## src/hw/rtl/segc_pkg.sv

```systemverilog
// segc_pkg: shared types, constants and step functions for the exposure and gain block
// used by sensor_exposure_gain_calc_core and its port checker
// no dependencies
package segc_pkg;

   // field widths
   localparam int unsigned REQ_W        = 24;
   localparam int unsigned FRAME_W      = 23;
   localparam int unsigned MIN_EXP_W    = 16;
   localparam int unsigned STEP_W       = 8;
   localparam int unsigned REG_W        = 16;
   localparam int unsigned SHIFT_W      = 3;
   localparam int unsigned CODE_W       = 10;
   localparam int unsigned CSR_DATA_W   = 32;
   localparam int unsigned CSR_ADDR_W   = 4;

   // reset values of the control registers
   localparam logic [FRAME_W-1:0]   DEFAULT_FRAME_RST = 23'd2494;
   localparam logic [FRAME_W-1:0]   MIN_FRAME_RST     = 23'd1336;
   localparam logic [MIN_EXP_W-1:0] MIN_EXP_RST       = 16'd4;
   localparam logic [STEP_W-1:0]    EXP_STEP_RST      = 8'd2;

   // arithmetic constants
   localparam logic [REQ_W-1:0]   FRAME_REG_MAX = 24'd65535;
   localparam logic [FRAME_W-1:0] EXP_MARGIN    = 23'd48;
   localparam logic [CODE_W-1:0]  CODE_MIN      = 10'd112;
   localparam logic [CODE_W-1:0]  CODE_MAX      = 10'd960;
   localparam logic [REG_W-1:0]   DIG_MIN       = 16'd256;
   localparam logic [10:0]        CODE_FULL     = 11'd1024;

   // reciprocal: ceil(2^26/gain) >= 912 when 911*gain < 2^26,
   // and <= 64 when gain >= 2^20; only the range between is divided
   localparam int unsigned RCP_NUM_W    = 27;
   localparam int unsigned RCP_DIV_W    = 20;
   localparam int unsigned RCP_CMP_W    = 29;
   localparam logic [RCP_NUM_W-1:0] RCP_NUM = 27'h400_0000;
   localparam logic [33:0] RCP_LOW_THR  = 34'h400_0000;
   localparam logic [33:0] RCP_LOW_MUL  = 34'd911;

   // pipeline shape
   localparam int unsigned MID_STAGES   = 8;
   localparam int unsigned MOD_BITS     = 3;
   localparam int unsigned EXP_PAD_W    = MID_STAGES * MOD_BITS;
   localparam int unsigned LATENCY      = 13;

   typedef enum logic [1:0] {
      CSR_DEFAULT_FRAME = 2'd0,
      CSR_MIN_FRAME     = 2'd1,
      CSR_MIN_EXPOSURE  = 2'd2,
      CSR_EXPOSURE_STEP = 2'd3
   } csr_index_type;

   typedef struct packed {
      logic                  bad;
      logic [SHIFT_W-1:0]    shift;
      logic [FRAME_W-1:0]    frame;
      logic [REG_W-1:0]      frame_reg;
      logic [FRAME_W-1:0]    eff_frame;
      logic [FRAME_W-1:0]    exp_hi;
      logic [REQ_W-1:0]      req_exp;
      logic [FRAME_W-1:0]    exp;
      logic [STEP_W-1:0]     exp_rem;
      logic [REQ_W-1:0]      gain;
      logic                  code_min_sat;
      logic                  code_max_sat;
      logic [RCP_NUM_W-1:0]  rcp_rem;
      logic [CODE_W-1:0]     rcp_quo;
      logic [CODE_W-1:0]     code;
      logic [REG_W-1:0]      exp_reg;
   } pipe_type;

   typedef struct packed {
      logic                 take;
      logic [RCP_NUM_W-1:0] rem;
   } rcp_step_type;

   // one restoring step of the reciprocal divide at quotient bit k
   function automatic rcp_step_type rcp_step(input logic [RCP_NUM_W-1:0] rem,
                                             input logic [RCP_DIV_W-1:0] div,
                                             input int unsigned k);
      logic [RCP_CMP_W-1:0] d;
      rcp_step_type         r;
      d      = {9'b0, div} << k;
      r.take = ({2'b0, rem} >= d);
      r.rem  = r.take ? (rem - d[RCP_NUM_W-1:0]) : rem;
      return r;
   endfunction

   // one bit of the exposure modulo; r is always below step
   function automatic logic [STEP_W-1:0] mod_step(input logic [STEP_W-1:0] r,
                                                  input logic b,
                                                  input logic [STEP_W-1:0] step);
      logic [STEP_W:0] t;
      t = {r, b};
      if (t >= {1'b0, step}) begin
         t = t - {1'b0, step};
      end
      return t[STEP_W-1:0];
   endfunction

endpackage

```

## src/hw/rtl/sensor_exposure_gain_calc_core.sv

```systemverilog
// sensor_exposure_gain_calc_core: converts frame, exposure and gain requests to sensor codes
// depends on segc_pkg
//
// usage:
//   a request transaction is taken at each rising edge where start is high and busy is low;
//   busy never rises, so a new request may follow in every cycle
//   each request produces exactly one result transaction, shown on the rsp_ ports for one
//   cycle with rsp_valid high; results keep request order
//   the receiver cannot stall, so every pipeline stage advances on every clock
//   throughput is one request per cycle; latency is set by the 10-step reciprocal divide and
//   the 24-bit exposure modulo, three bits per stage, which run side by side in 8 middle stages
//   the csr_ port is APB style: register i at byte address 4*i, writes complete in the access
//   cycle, pready is tied high; registers are meant to change only while no request is in flight
//   reset (synchronous, active high) clears all stage valid bits and restores the
//   default register values; no memory needs clearing
//
// stages:
//   1 frame select, error check, shift search, gain range flags, divide numerator
//   2 frame register value, effective frame, exposure upper bound
//   3 exposure clamp, reciprocal quotient bit 9
//   4..11 exposure modulo (3 bits each), reciprocal quotient bits 8..1
//   12 quotient bit 0, analog code, rounded and shifted exposure
//   13 digital gain multiply and clamp into the result registers
module sensor_exposure_gain_calc_core
   import segc_pkg::*;
#(
   parameter int unsigned MAX_FRAME_SHIFT = 7
) (
   input  logic                  clock,
   input  logic                  reset,
   // request channel
   input  logic                  start,
   output logic                  busy,
   input  logic [REQ_W-1:0]      req_frame_lines_req,
   input  logic [REQ_W-1:0]      req_exposure_lines_req,
   input  logic [REQ_W-1:0]      req_total_gain_q16,
   // result channel
   output logic                  rsp_valid,
   output logic                  rsp_bad_request,
   output logic [REG_W-1:0]      rsp_frame_reg_value,
   output logic [SHIFT_W-1:0]    rsp_frame_shift,
   output logic [REG_W-1:0]      rsp_exposure_reg_value,
   output logic [CODE_W-1:0]     rsp_analog_gain_code,
   output logic [REG_W-1:0]      rsp_digital_gain_code,
   output logic [FRAME_W-1:0]    rsp_effective_frame_lines,
   output logic [FRAME_W-1:0]    rsp_effective_exposure_lines,
   // control registers
   input  logic                  csr_psel,
   input  logic                  csr_penable,
   input  logic                  csr_pwrite,
   input  logic [CSR_ADDR_W-1:0] csr_paddr,
   input  logic [CSR_DATA_W-1:0] csr_pwdata,
   output logic [CSR_DATA_W-1:0] csr_prdata,
   output logic                  csr_pready
);

   // largest frame accepted, 65535 << MAX_FRAME_SHIFT
   localparam logic [REQ_W-1:0] MAX_FRAME = REQ_W'(FRAME_REG_MAX << MAX_FRAME_SHIFT);

   // ---------------------------------------------------------------------------------------
   // control registers
   // ---------------------------------------------------------------------------------------
   logic [FRAME_W-1:0]   default_frame_ff;
   logic [FRAME_W-1:0]   min_frame_ff;
   logic [MIN_EXP_W-1:0] min_exp_ff;
   logic [STEP_W-1:0]    exp_step_ff;
   csr_index_type        csr_idx;
   logic                 csr_wr;

   assign csr_idx    = csr_index_type'(csr_paddr[3:2]);
   assign csr_wr     = csr_psel & csr_penable & csr_pwrite;
   assign csr_pready = 1'b1;

   always_ff @(posedge clock) begin
      if (reset) begin
         default_frame_ff <= DEFAULT_FRAME_RST;
         min_frame_ff     <= MIN_FRAME_RST;
         min_exp_ff       <= MIN_EXP_RST;
         exp_step_ff      <= EXP_STEP_RST;
      end else if (csr_wr) begin
         unique case (csr_idx)
            CSR_DEFAULT_FRAME: default_frame_ff <= csr_pwdata[FRAME_W-1:0];
            CSR_MIN_FRAME:     min_frame_ff     <= csr_pwdata[FRAME_W-1:0];
            CSR_MIN_EXPOSURE:  min_exp_ff       <= csr_pwdata[MIN_EXP_W-1:0];
            CSR_EXPOSURE_STEP: exp_step_ff      <= csr_pwdata[STEP_W-1:0];
         endcase
      end
   end

   always_comb begin
      unique case (csr_idx)
         CSR_DEFAULT_FRAME: csr_prdata = {9'b0, default_frame_ff};
         CSR_MIN_FRAME:     csr_prdata = {9'b0, min_frame_ff};
         CSR_MIN_EXPOSURE:  csr_prdata = {16'b0, min_exp_ff};
         CSR_EXPOSURE_STEP: csr_prdata = {24'b0, exp_step_ff};
      endcase
   end

   // a zero step means no rounding
   logic [STEP_W-1:0] step_eff;
   assign step_eff = (exp_step_ff == '0) ? STEP_W'(1) : exp_step_ff;

   // the pipeline never stalls
   assign busy = 1'b0;

   logic accept;
   assign accept = start & ~busy;

   // ---------------------------------------------------------------------------------------
   // stage 1: frame select, error check, shift search, gain range flags
   // ---------------------------------------------------------------------------------------
   pipe_type s1_in, s1_ff;
   logic     s1_vld_ff;

   always_comb begin
      logic [REQ_W-1:0] frame24;
      logic [33:0]      gain_x911;
      s1_in     = '0;
      frame24   = (req_frame_lines_req != '0) ? req_frame_lines_req
                                              : {1'b0, default_frame_ff};
      gain_x911 = 34'(req_total_gain_q16) * RCP_LOW_MUL;
      s1_in.bad = (req_total_gain_q16 == '0) || (frame24 < {1'b0, min_frame_ff}) ||
                  (frame24 > MAX_FRAME);
      // smallest shift that brings the frame into 16 bits
      for (int k = 1; k <= MAX_FRAME_SHIFT; k++) begin
         if ((frame24 >> (k - 1)) > FRAME_REG_MAX) begin
            s1_in.shift = SHIFT_W'(k);
         end
      end
      s1_in.frame        = frame24[FRAME_W-1:0];
      s1_in.req_exp      = req_exposure_lines_req;
      s1_in.gain         = req_total_gain_q16;
      s1_in.code_min_sat = (gain_x911 < RCP_LOW_THR);
      s1_in.code_max_sat = (req_total_gain_q16[REQ_W-1:RCP_DIV_W] != '0);
      // numerator for the rounded-up reciprocal
      s1_in.rcp_rem      = RCP_NUM + RCP_NUM_W'(req_total_gain_q16) - RCP_NUM_W'(1);
   end

   // ---------------------------------------------------------------------------------------
   // stage 2: frame register value, effective frame, exposure upper bound
   // ---------------------------------------------------------------------------------------
   pipe_type s2_in, s2_ff;
   logic     s2_vld_ff;

   always_comb begin
      s2_in           = s1_ff;
      s2_in.frame_reg = REG_W'(s1_ff.frame >> s1_ff.shift);
      s2_in.eff_frame = {7'b0, s2_in.frame_reg} << s1_ff.shift;
      s2_in.exp_hi    = (s2_in.eff_frame >= EXP_MARGIN) ? (s2_in.eff_frame - EXP_MARGIN) : '0;
   end

   // ---------------------------------------------------------------------------------------
   // stage 3: exposure clamp, first quotient bit
   // ---------------------------------------------------------------------------------------
   pipe_type s3_in, s3_ff;
   logic     s3_vld_ff;

   always_comb begin
      rcp_step_type rs;
      s3_in = s2_ff;
      if (s2_ff.req_exp < {8'b0, min_exp_ff}) begin
         s3_in.exp = {7'b0, min_exp_ff};
      end else if ({1'b0, s2_ff.exp_hi} < s2_ff.req_exp) begin
         s3_in.exp = s2_ff.exp_hi;
      end else begin
         s3_in.exp = s2_ff.req_exp[FRAME_W-1:0];
      end
      s3_in.exp_rem    = '0;
      rs               = rcp_step(s2_ff.rcp_rem, s2_ff.gain[RCP_DIV_W-1:0], CODE_W - 1);
      s3_in.rcp_rem    = rs.rem;
      s3_in.rcp_quo    = '0;
      s3_in.rcp_quo[CODE_W-1] = rs.take;
   end

   // ---------------------------------------------------------------------------------------
   // stages 4..11: exposure modulo three bits a stage, one quotient bit a stage
   // ---------------------------------------------------------------------------------------
   pipe_type                mid_in [MID_STAGES];
   pipe_type                mid_ff [MID_STAGES];
   pipe_type                mid_src[MID_STAGES];
   logic [MID_STAGES-1:0]   mid_vld_ff;
   logic [MID_STAGES-1:0]   mid_vld_src;

   for (genvar i = 0; i < MID_STAGES; i++) begin : g_mid
      if (i == 0) begin : g_first
         assign mid_src[i]     = s3_ff;
         assign mid_vld_src[i] = s3_vld_ff;
      end else begin : g_next
         assign mid_src[i]     = mid_ff[i-1];
         assign mid_vld_src[i] = mid_vld_ff[i-1];
      end

      always_comb begin
         logic [EXP_PAD_W-1:0] e_pad;
         logic [STEP_W-1:0]    r;
         rcp_step_type         rs;
         mid_in[i] = mid_src[i];
         e_pad     = EXP_PAD_W'(mid_src[i].exp);
         r         = mid_src[i].exp_rem;
         for (int j = 0; j < MOD_BITS; j++) begin
            r = mod_step(r, e_pad[EXP_PAD_W - 1 - MOD_BITS * i - j], step_eff);
         end
         mid_in[i].exp_rem = r;
         rs = rcp_step(mid_src[i].rcp_rem, mid_src[i].gain[RCP_DIV_W-1:0], CODE_W - 2 - i);
         mid_in[i].rcp_rem = rs.rem;
         mid_in[i].rcp_quo[CODE_W - 2 - i] = rs.take;
      end

      always_ff @(posedge clock) begin
         mid_ff[i] <= mid_in[i];
         if (reset) begin
            mid_vld_ff[i] <= 1'b0;
         end else begin
            mid_vld_ff[i] <= mid_vld_src[i];
         end
      end
   end

   // ---------------------------------------------------------------------------------------
   // stage 12: last quotient bit, analog code, rounded and shifted exposure
   // ---------------------------------------------------------------------------------------
   pipe_type s12_in, s12_ff;
   logic     s12_vld_ff;

   always_comb begin
      rcp_step_type       rs;
      logic [CODE_W-1:0]  quo;
      logic [FRAME_W-1:0] exp_rnd;
      logic [FRAME_W-1:0] exp_shr;
      s12_in  = mid_ff[MID_STAGES-1];
      rs      = rcp_step(mid_ff[MID_STAGES-1].rcp_rem,
                         mid_ff[MID_STAGES-1].gain[RCP_DIV_W-1:0], 0);
      quo     = {mid_ff[MID_STAGES-1].rcp_quo[CODE_W-1:1], rs.take};
      s12_in.rcp_rem = rs.rem;
      s12_in.rcp_quo = quo;
      if (mid_ff[MID_STAGES-1].code_min_sat) begin
         s12_in.code = CODE_MIN;
      end else if (mid_ff[MID_STAGES-1].code_max_sat) begin
         s12_in.code = CODE_MAX;
      end else begin
         s12_in.code = CODE_W'(CODE_FULL - {1'b0, quo});
      end
      exp_rnd = mid_ff[MID_STAGES-1].exp - FRAME_W'(mid_ff[MID_STAGES-1].exp_rem);
      exp_shr = exp_rnd >> mid_ff[MID_STAGES-1].shift;
      s12_in.exp_reg = (exp_shr[REG_W-1:0] == '0) ? REG_W'(1) : exp_shr[REG_W-1:0];
   end

   // ---------------------------------------------------------------------------------------
   // stage registers 1..3 and 12
   // ---------------------------------------------------------------------------------------
   always_ff @(posedge clock) begin
      s1_ff  <= s1_in;
      s2_ff  <= s2_in;
      s3_ff  <= s3_in;
      s12_ff <= s12_in;
      if (reset) begin
         s1_vld_ff  <= 1'b0;
         s2_vld_ff  <= 1'b0;
         s3_vld_ff  <= 1'b0;
         s12_vld_ff <= 1'b0;
      end else begin
         s1_vld_ff  <= accept;
         s2_vld_ff  <= s1_vld_ff;
         s3_vld_ff  <= s2_vld_ff;
         s12_vld_ff <= mid_vld_ff[MID_STAGES-1];
      end
   end

   // ---------------------------------------------------------------------------------------
   // stage 13: digital gain and result registers
   // ---------------------------------------------------------------------------------------
   logic                 rsp_valid_ff;
   logic                 rsp_bad_ff,       rsp_bad_in;
   logic [REG_W-1:0]     rsp_frame_reg_ff, rsp_frame_reg_in;
   logic [SHIFT_W-1:0]   rsp_shift_ff,     rsp_shift_in;
   logic [REG_W-1:0]     rsp_exp_reg_ff,   rsp_exp_reg_in;
   logic [CODE_W-1:0]    rsp_code_ff,      rsp_code_in;
   logic [REG_W-1:0]     rsp_dig_ff,       rsp_dig_in;
   logic [FRAME_W-1:0]   rsp_eff_frame_ff, rsp_eff_frame_in;
   logic [FRAME_W-1:0]   rsp_eff_exp_ff,   rsp_eff_exp_in;

   always_comb begin
      logic [CODE_W-1:0] code_rest;
      logic [33:0]       prod;
      logic [REG_W-1:0]  dig;
      code_rest = CODE_W'(CODE_FULL - {1'b0, s12_ff.code});
      prod      = 34'(s12_ff.gain) * 34'(code_rest);
      // the product stays below 2^34, so dig needs no top clamp
      dig       = prod[33:18];
      if (dig < DIG_MIN) begin
         dig = DIG_MIN;
      end
      rsp_bad_in = s12_ff.bad;
      if (s12_ff.bad) begin
         // rejected request: everything but the flag reads zero
         rsp_frame_reg_in = '0;
         rsp_shift_in     = '0;
         rsp_exp_reg_in   = '0;
         rsp_code_in      = '0;
         rsp_dig_in       = '0;
         rsp_eff_frame_in = '0;
         rsp_eff_exp_in   = '0;
      end else begin
         rsp_frame_reg_in = s12_ff.frame_reg;
         rsp_shift_in     = s12_ff.shift;
         rsp_exp_reg_in   = s12_ff.exp_reg;
         rsp_code_in      = s12_ff.code;
         rsp_dig_in       = dig;
         rsp_eff_frame_in = s12_ff.eff_frame;
         rsp_eff_exp_in   = {7'b0, s12_ff.exp_reg} << s12_ff.shift;
      end
   end

   always_ff @(posedge clock) begin
      rsp_bad_ff       <= rsp_bad_in;
      rsp_frame_reg_ff <= rsp_frame_reg_in;
      rsp_shift_ff     <= rsp_shift_in;
      rsp_exp_reg_ff   <= rsp_exp_reg_in;
      rsp_code_ff      <= rsp_code_in;
      rsp_dig_ff       <= rsp_dig_in;
      rsp_eff_frame_ff <= rsp_eff_frame_in;
      rsp_eff_exp_ff   <= rsp_eff_exp_in;
      if (reset) begin
         rsp_valid_ff <= 1'b0;
      end else begin
         rsp_valid_ff <= s12_vld_ff;
      end
   end

   assign rsp_valid                    = rsp_valid_ff;
   assign rsp_bad_request              = rsp_bad_ff;
   assign rsp_frame_reg_value          = rsp_frame_reg_ff;
   assign rsp_frame_shift              = rsp_shift_ff;
   assign rsp_exposure_reg_value       = rsp_exp_reg_ff;
   assign rsp_analog_gain_code         = rsp_code_ff;
   assign rsp_digital_gain_code        = rsp_dig_ff;
   assign rsp_effective_frame_lines    = rsp_eff_frame_ff;
   assign rsp_effective_exposure_lines = rsp_eff_exp_ff;

endmodule

```

## config.mk

```make
export PLATFORM = sky130hd
export DESIGN_NAME = sensor_exposure_gain_calc_core
export DESIGN_NICKNAME = d
export VERILOG_FILES = /design/src/hw/rtl/segc_pkg.sv /design/src/hw/rtl/sensor_exposure_gain_calc_core.sv
export SDC_FILE = /design/constraint.sdc
export NUM_CORES = 2
export LEC_CHECK = 0
export ABC_AREA = 0
export BUFFER_PORTS_ARGS = -buffer_cell sky130_fd_sc_hd__clkbuf_2
export CAP_MARGIN = 20
export CORE_MARGIN = 8
export CORE_UTILIZATION = 62
export DETAILED_ROUTE_END_ITERATION = 8
export PLACE_DENSITY = 0.8
export SETUP_SLACK_MARGIN = 0.1
export SYNTH_ARGS = -nofsm -noshare
export SYNTH_HDL_FRONTEND = slang
export SYNTH_SLANG_ARGS = --single-unit
```

## constraint.sdc

```tcl
create_clock -name clock -period 10.2 [get_ports clock]
set_input_delay 2.04 -clock clock [delete_from_list [all_inputs] [get_ports clock]]
set_output_delay 2.04 -clock clock [all_outputs]
set_load 0.02 [all_outputs]
```

==> reports/results.ini <==
[die]
die_area_um2 = 131400
fp.coreArea_um2 = 119500
initial_utilization = 0.6231
die-width_um = 362.6
ios = 257
chipHeight_um = 362.6
fp-row-count = 127

[critical_path]
cpMaxStageDelayCell = a21oi_1
critPathCaptureType = flip-flop
cpMostUsedCell = o21ai_0
critical_path.max_stage_delay_ns = 0.76
worst_r2r_endpoint = mid_ff[1][92]
worst_setup_path_start = exp_step_ff[7]
path_class = flip-flop to flip-flop
r2r_cells = 32
critPathMaxFanout = 15
cp_data_required_time_ns = 10.89
r2r_setup_slack_ns = 0.61
worst_setup_path_endpoint = mid_ff[1][92]
critPathArrivalTime_ns = 10.28
rr_startpoint = exp_step_ff[7]
critical_path_source_type = flip-flop

[routing]
drt.antenna.violating_nets = 0
drcViolationCount = 0
detailedRoute.firstIterationViolations = 3848
sum_of_met2_wire_segment_lengths_after_detailed_routing_mm = 78.36
detail_route.wl_per_cell_um = 17.64
drt-total-wl_mm = 162.9
maxUsedRoutingLayer = met5
met1_length_mm = 68.06
detailroute.wirelength.met3_mm = 10.08
route.vias.total = 50710
vias_per_cell = 5.493
first_pass_iters = 6

[sta]
timing.final.setup_violations = 0
setup_repair_after_global_routing_missed_its_margin = no
max_slew.worst_pin.slew_ns = 1.084
final-hold-violation-count = 0
finalMaxSlewViolations = 0
tns_ns = 0
final_min_period_over_clock_period = 0.9405
max_clock_freq_mhz = 104.2
worst_slew_margin_rel = 0.2696
timing.clock.skew_ns = 0.04434
layout_min_cycle_time_ns = 9.594

[clocking]
cts_resized = 0
post-cts-setup-buffer-count = 0
skew_pair_late_insertion_delay_ns = 0.79
cts_max_path_buffers = 3
numCtsBuffers = 159
root_buffer = clkbuf_16
cts_tree = done
clk_pin_slew_worst_paths_ns = 0.07
cts_hold_repair.buffers = 0
tritoncts_num_sinks = 1711
htree_num_levels = 4

[synthesis]
synth_ff_type = dfxtp_1
ys_ff_latch = 1711
synth-edff-count = 0
synth.yosys.warnings = 0
postSynthAreaPerCell_um2 = 10.29
synth_sequential_area_ratio = 0.4600
async_flop_share = 0
number_of_distinct_library_cell_variants_in_the_gate_level_netlist_after_synthesis = 90
syn-instance-count = 7237
synthesis.area_um2 = 74460

[layout]
layout_commonest_cell = dfxtp_1
multi_input_area_um2 = 36670
finish.net_count = 8521
layout-drive-gt1-share = 0.1041
fillers = 8576
flow.area_growth_from_synthesis_pct = 11.42
mostFrequentLayoutCells = dfxtp_1 (1710), inv_1 (760), ha_1 (630), nand2_1 (573), a21oi_1 (392)
layout.area.seq_um2 = 34260
utilization = 0.6943

[global_route]
grt_pass1_wl_mm = 265.2
overflow = 0
grt_start_max_net_pins = 74
global_route.usage.total = 0.2448
number_of_global_route_vias_before_repair = 52200
grt_antenna_before_repair = 7

[power]
vdd.ir_drop.worst_v = 0.0003710
clock_power_share = 0.211
totalPowerFinal_mw = 28.93
total_switching_power_mw = 10.79
power-per-cell-area_nw_per_um2 = 348.7
cell_internal_pwr_mw = 18.14
sw_frac_of_total = 0.3731
leakage_nw = 38.02
sequential_group_share_of_total_power = 0.288
share_comb_of_total_power = 0.501

[status]
run_status = completed

[placement]
place_hpwl_mm = 116.7
finalWeightedCongestion = 0.9138
port_buffers = 234

[flow_run]
max_cap_viols = 0

[min_path]
min-delay-path-class = flip-flop to flip-flop

-- cell type report --
cell class              instances  area share
clock inverters                74     0.01317
clock buffers                 212     0.05386
multi-input cells            4579      0.4420
inverters                     764     0.03457
well taps                    1612     0.02431
diodes                          2  0.00006033
flip-flops and latches       1711      0.4129
repair buffers                278     0.01911
-- critical path, delay by kind of cell, from the launching register on --
kind                       cells  cell delay [ns]
AOI/OAI and AO/OA             17             5.38
adders and majority gates      3             0.99
buffers and inverters          1             0.10
muxes                          2             0.94
and+or+nand+nor                9             1.65
DFF                            1             0.39
-- logic make-up (layout without fill, tap and decap cells) --
family	after synthesis	after routing	synth area share
DFF	1711	1711	0.4600
AOI/OAI and AO/OA	1206	1206	0.1011
and+or+nand+nor	1783	1783	0.1176
buffers and inverters	957	1328	0.04920
muxes	307	307	0.04777
xor gates and xnor gates	357	357	0.04199
adders and majority gates	914	914	0.1822
other	2	14	0.0001009
-- sequential cells by signal, summed over array words and instances (netlist names), 23 cells and up --
| signal | flops |
|---|---|
| default_frame_ff | 23 |
| s2_ff | 143 |
| mid_ff | 1060 |
| s12_ff | 92 |
| s1_ff | 104 |
| rsp_effective_exposure_lines | 23 |
| mid_src | 27 |
| mid_in | 70 |
| min_frame_ff | 23 |
| g_mid.$5.e_pad | 23 |
| rsp_effective_frame_lines | 23 |
-- per-layer routing --
layer  track usage  vias to the layer above
met5             0                        -
met4        0.1003                        2
met3       0.04434                      425
met2        0.4235                     1660
met1        0.3015                    23920
li1              -                    24700
-- per-stage QoR --
stage	instance area, um^2	hold slack (ns)	cells	setup WS [ns]
floorplan	74500	0.3096	7247	2.931
global placement	77250	0.3095	8936	1.889
detailed placement	77250	0.3121	8936	1.528
CTS	82810	0.3166	9222	0.9089
global route	82960	0.3255	9230	0.2762
finish	82960	0.3154	9232	0.6064
-- synth_stat cells (132+ instances only) --
cell type	n	share of area
nor2_1	371	0.019
clkbuf_1	143	0.0072
nor2b_1	165	0.014
xor2_1	132	0.016
nand2_1	573	0.029
dfxtp_1	1711	0.46
xnor2_1	225	0.026
inv_1	760	0.038
fa_1	284	0.076
a21oi_1	392	0.026
a21o_1	144	0.015
mux2_2	143	0.022
ha_1	630	0.11
o21ai_0	313	0.021
-- how the worst min path moves through the flow --
stage | slack [ns] | start | to | cells after the start
after floorplan | 0.31 | g_mid[0].$5.e_pad[3] | mid_ff[0][100] | 0
after global placement | 0.31 | mid_ff[0][342] | mid_ff[0][575] | 0
after detailed placement | 0.31 | mid_ff[1][177] | mid_ff[1][410] | 0
after CTS | 0.32 | mid_ff[0][787] | mid_ff[1][88] | 0
after global routing | 0.33 | mid_ff[0][895] | mid_ff[1][196] | 0
final | 0.32 | g_mid[0].$5.e_pad[16] | mid_ff[0][113] | 0
-- power by group through the flow --
stage	logic (mW)	registers (mW)	clock network, mW
after floorplan	11.5	8.28	0
after global placement	13.6	8.42	0
after detailed placement	14.1	8.45	0
after CTS	14.3	8.33	6.22
after global routing	16.1	8.42	6.52
final	14.5	8.33	6.11
Power figures use the tool's default switching activity.
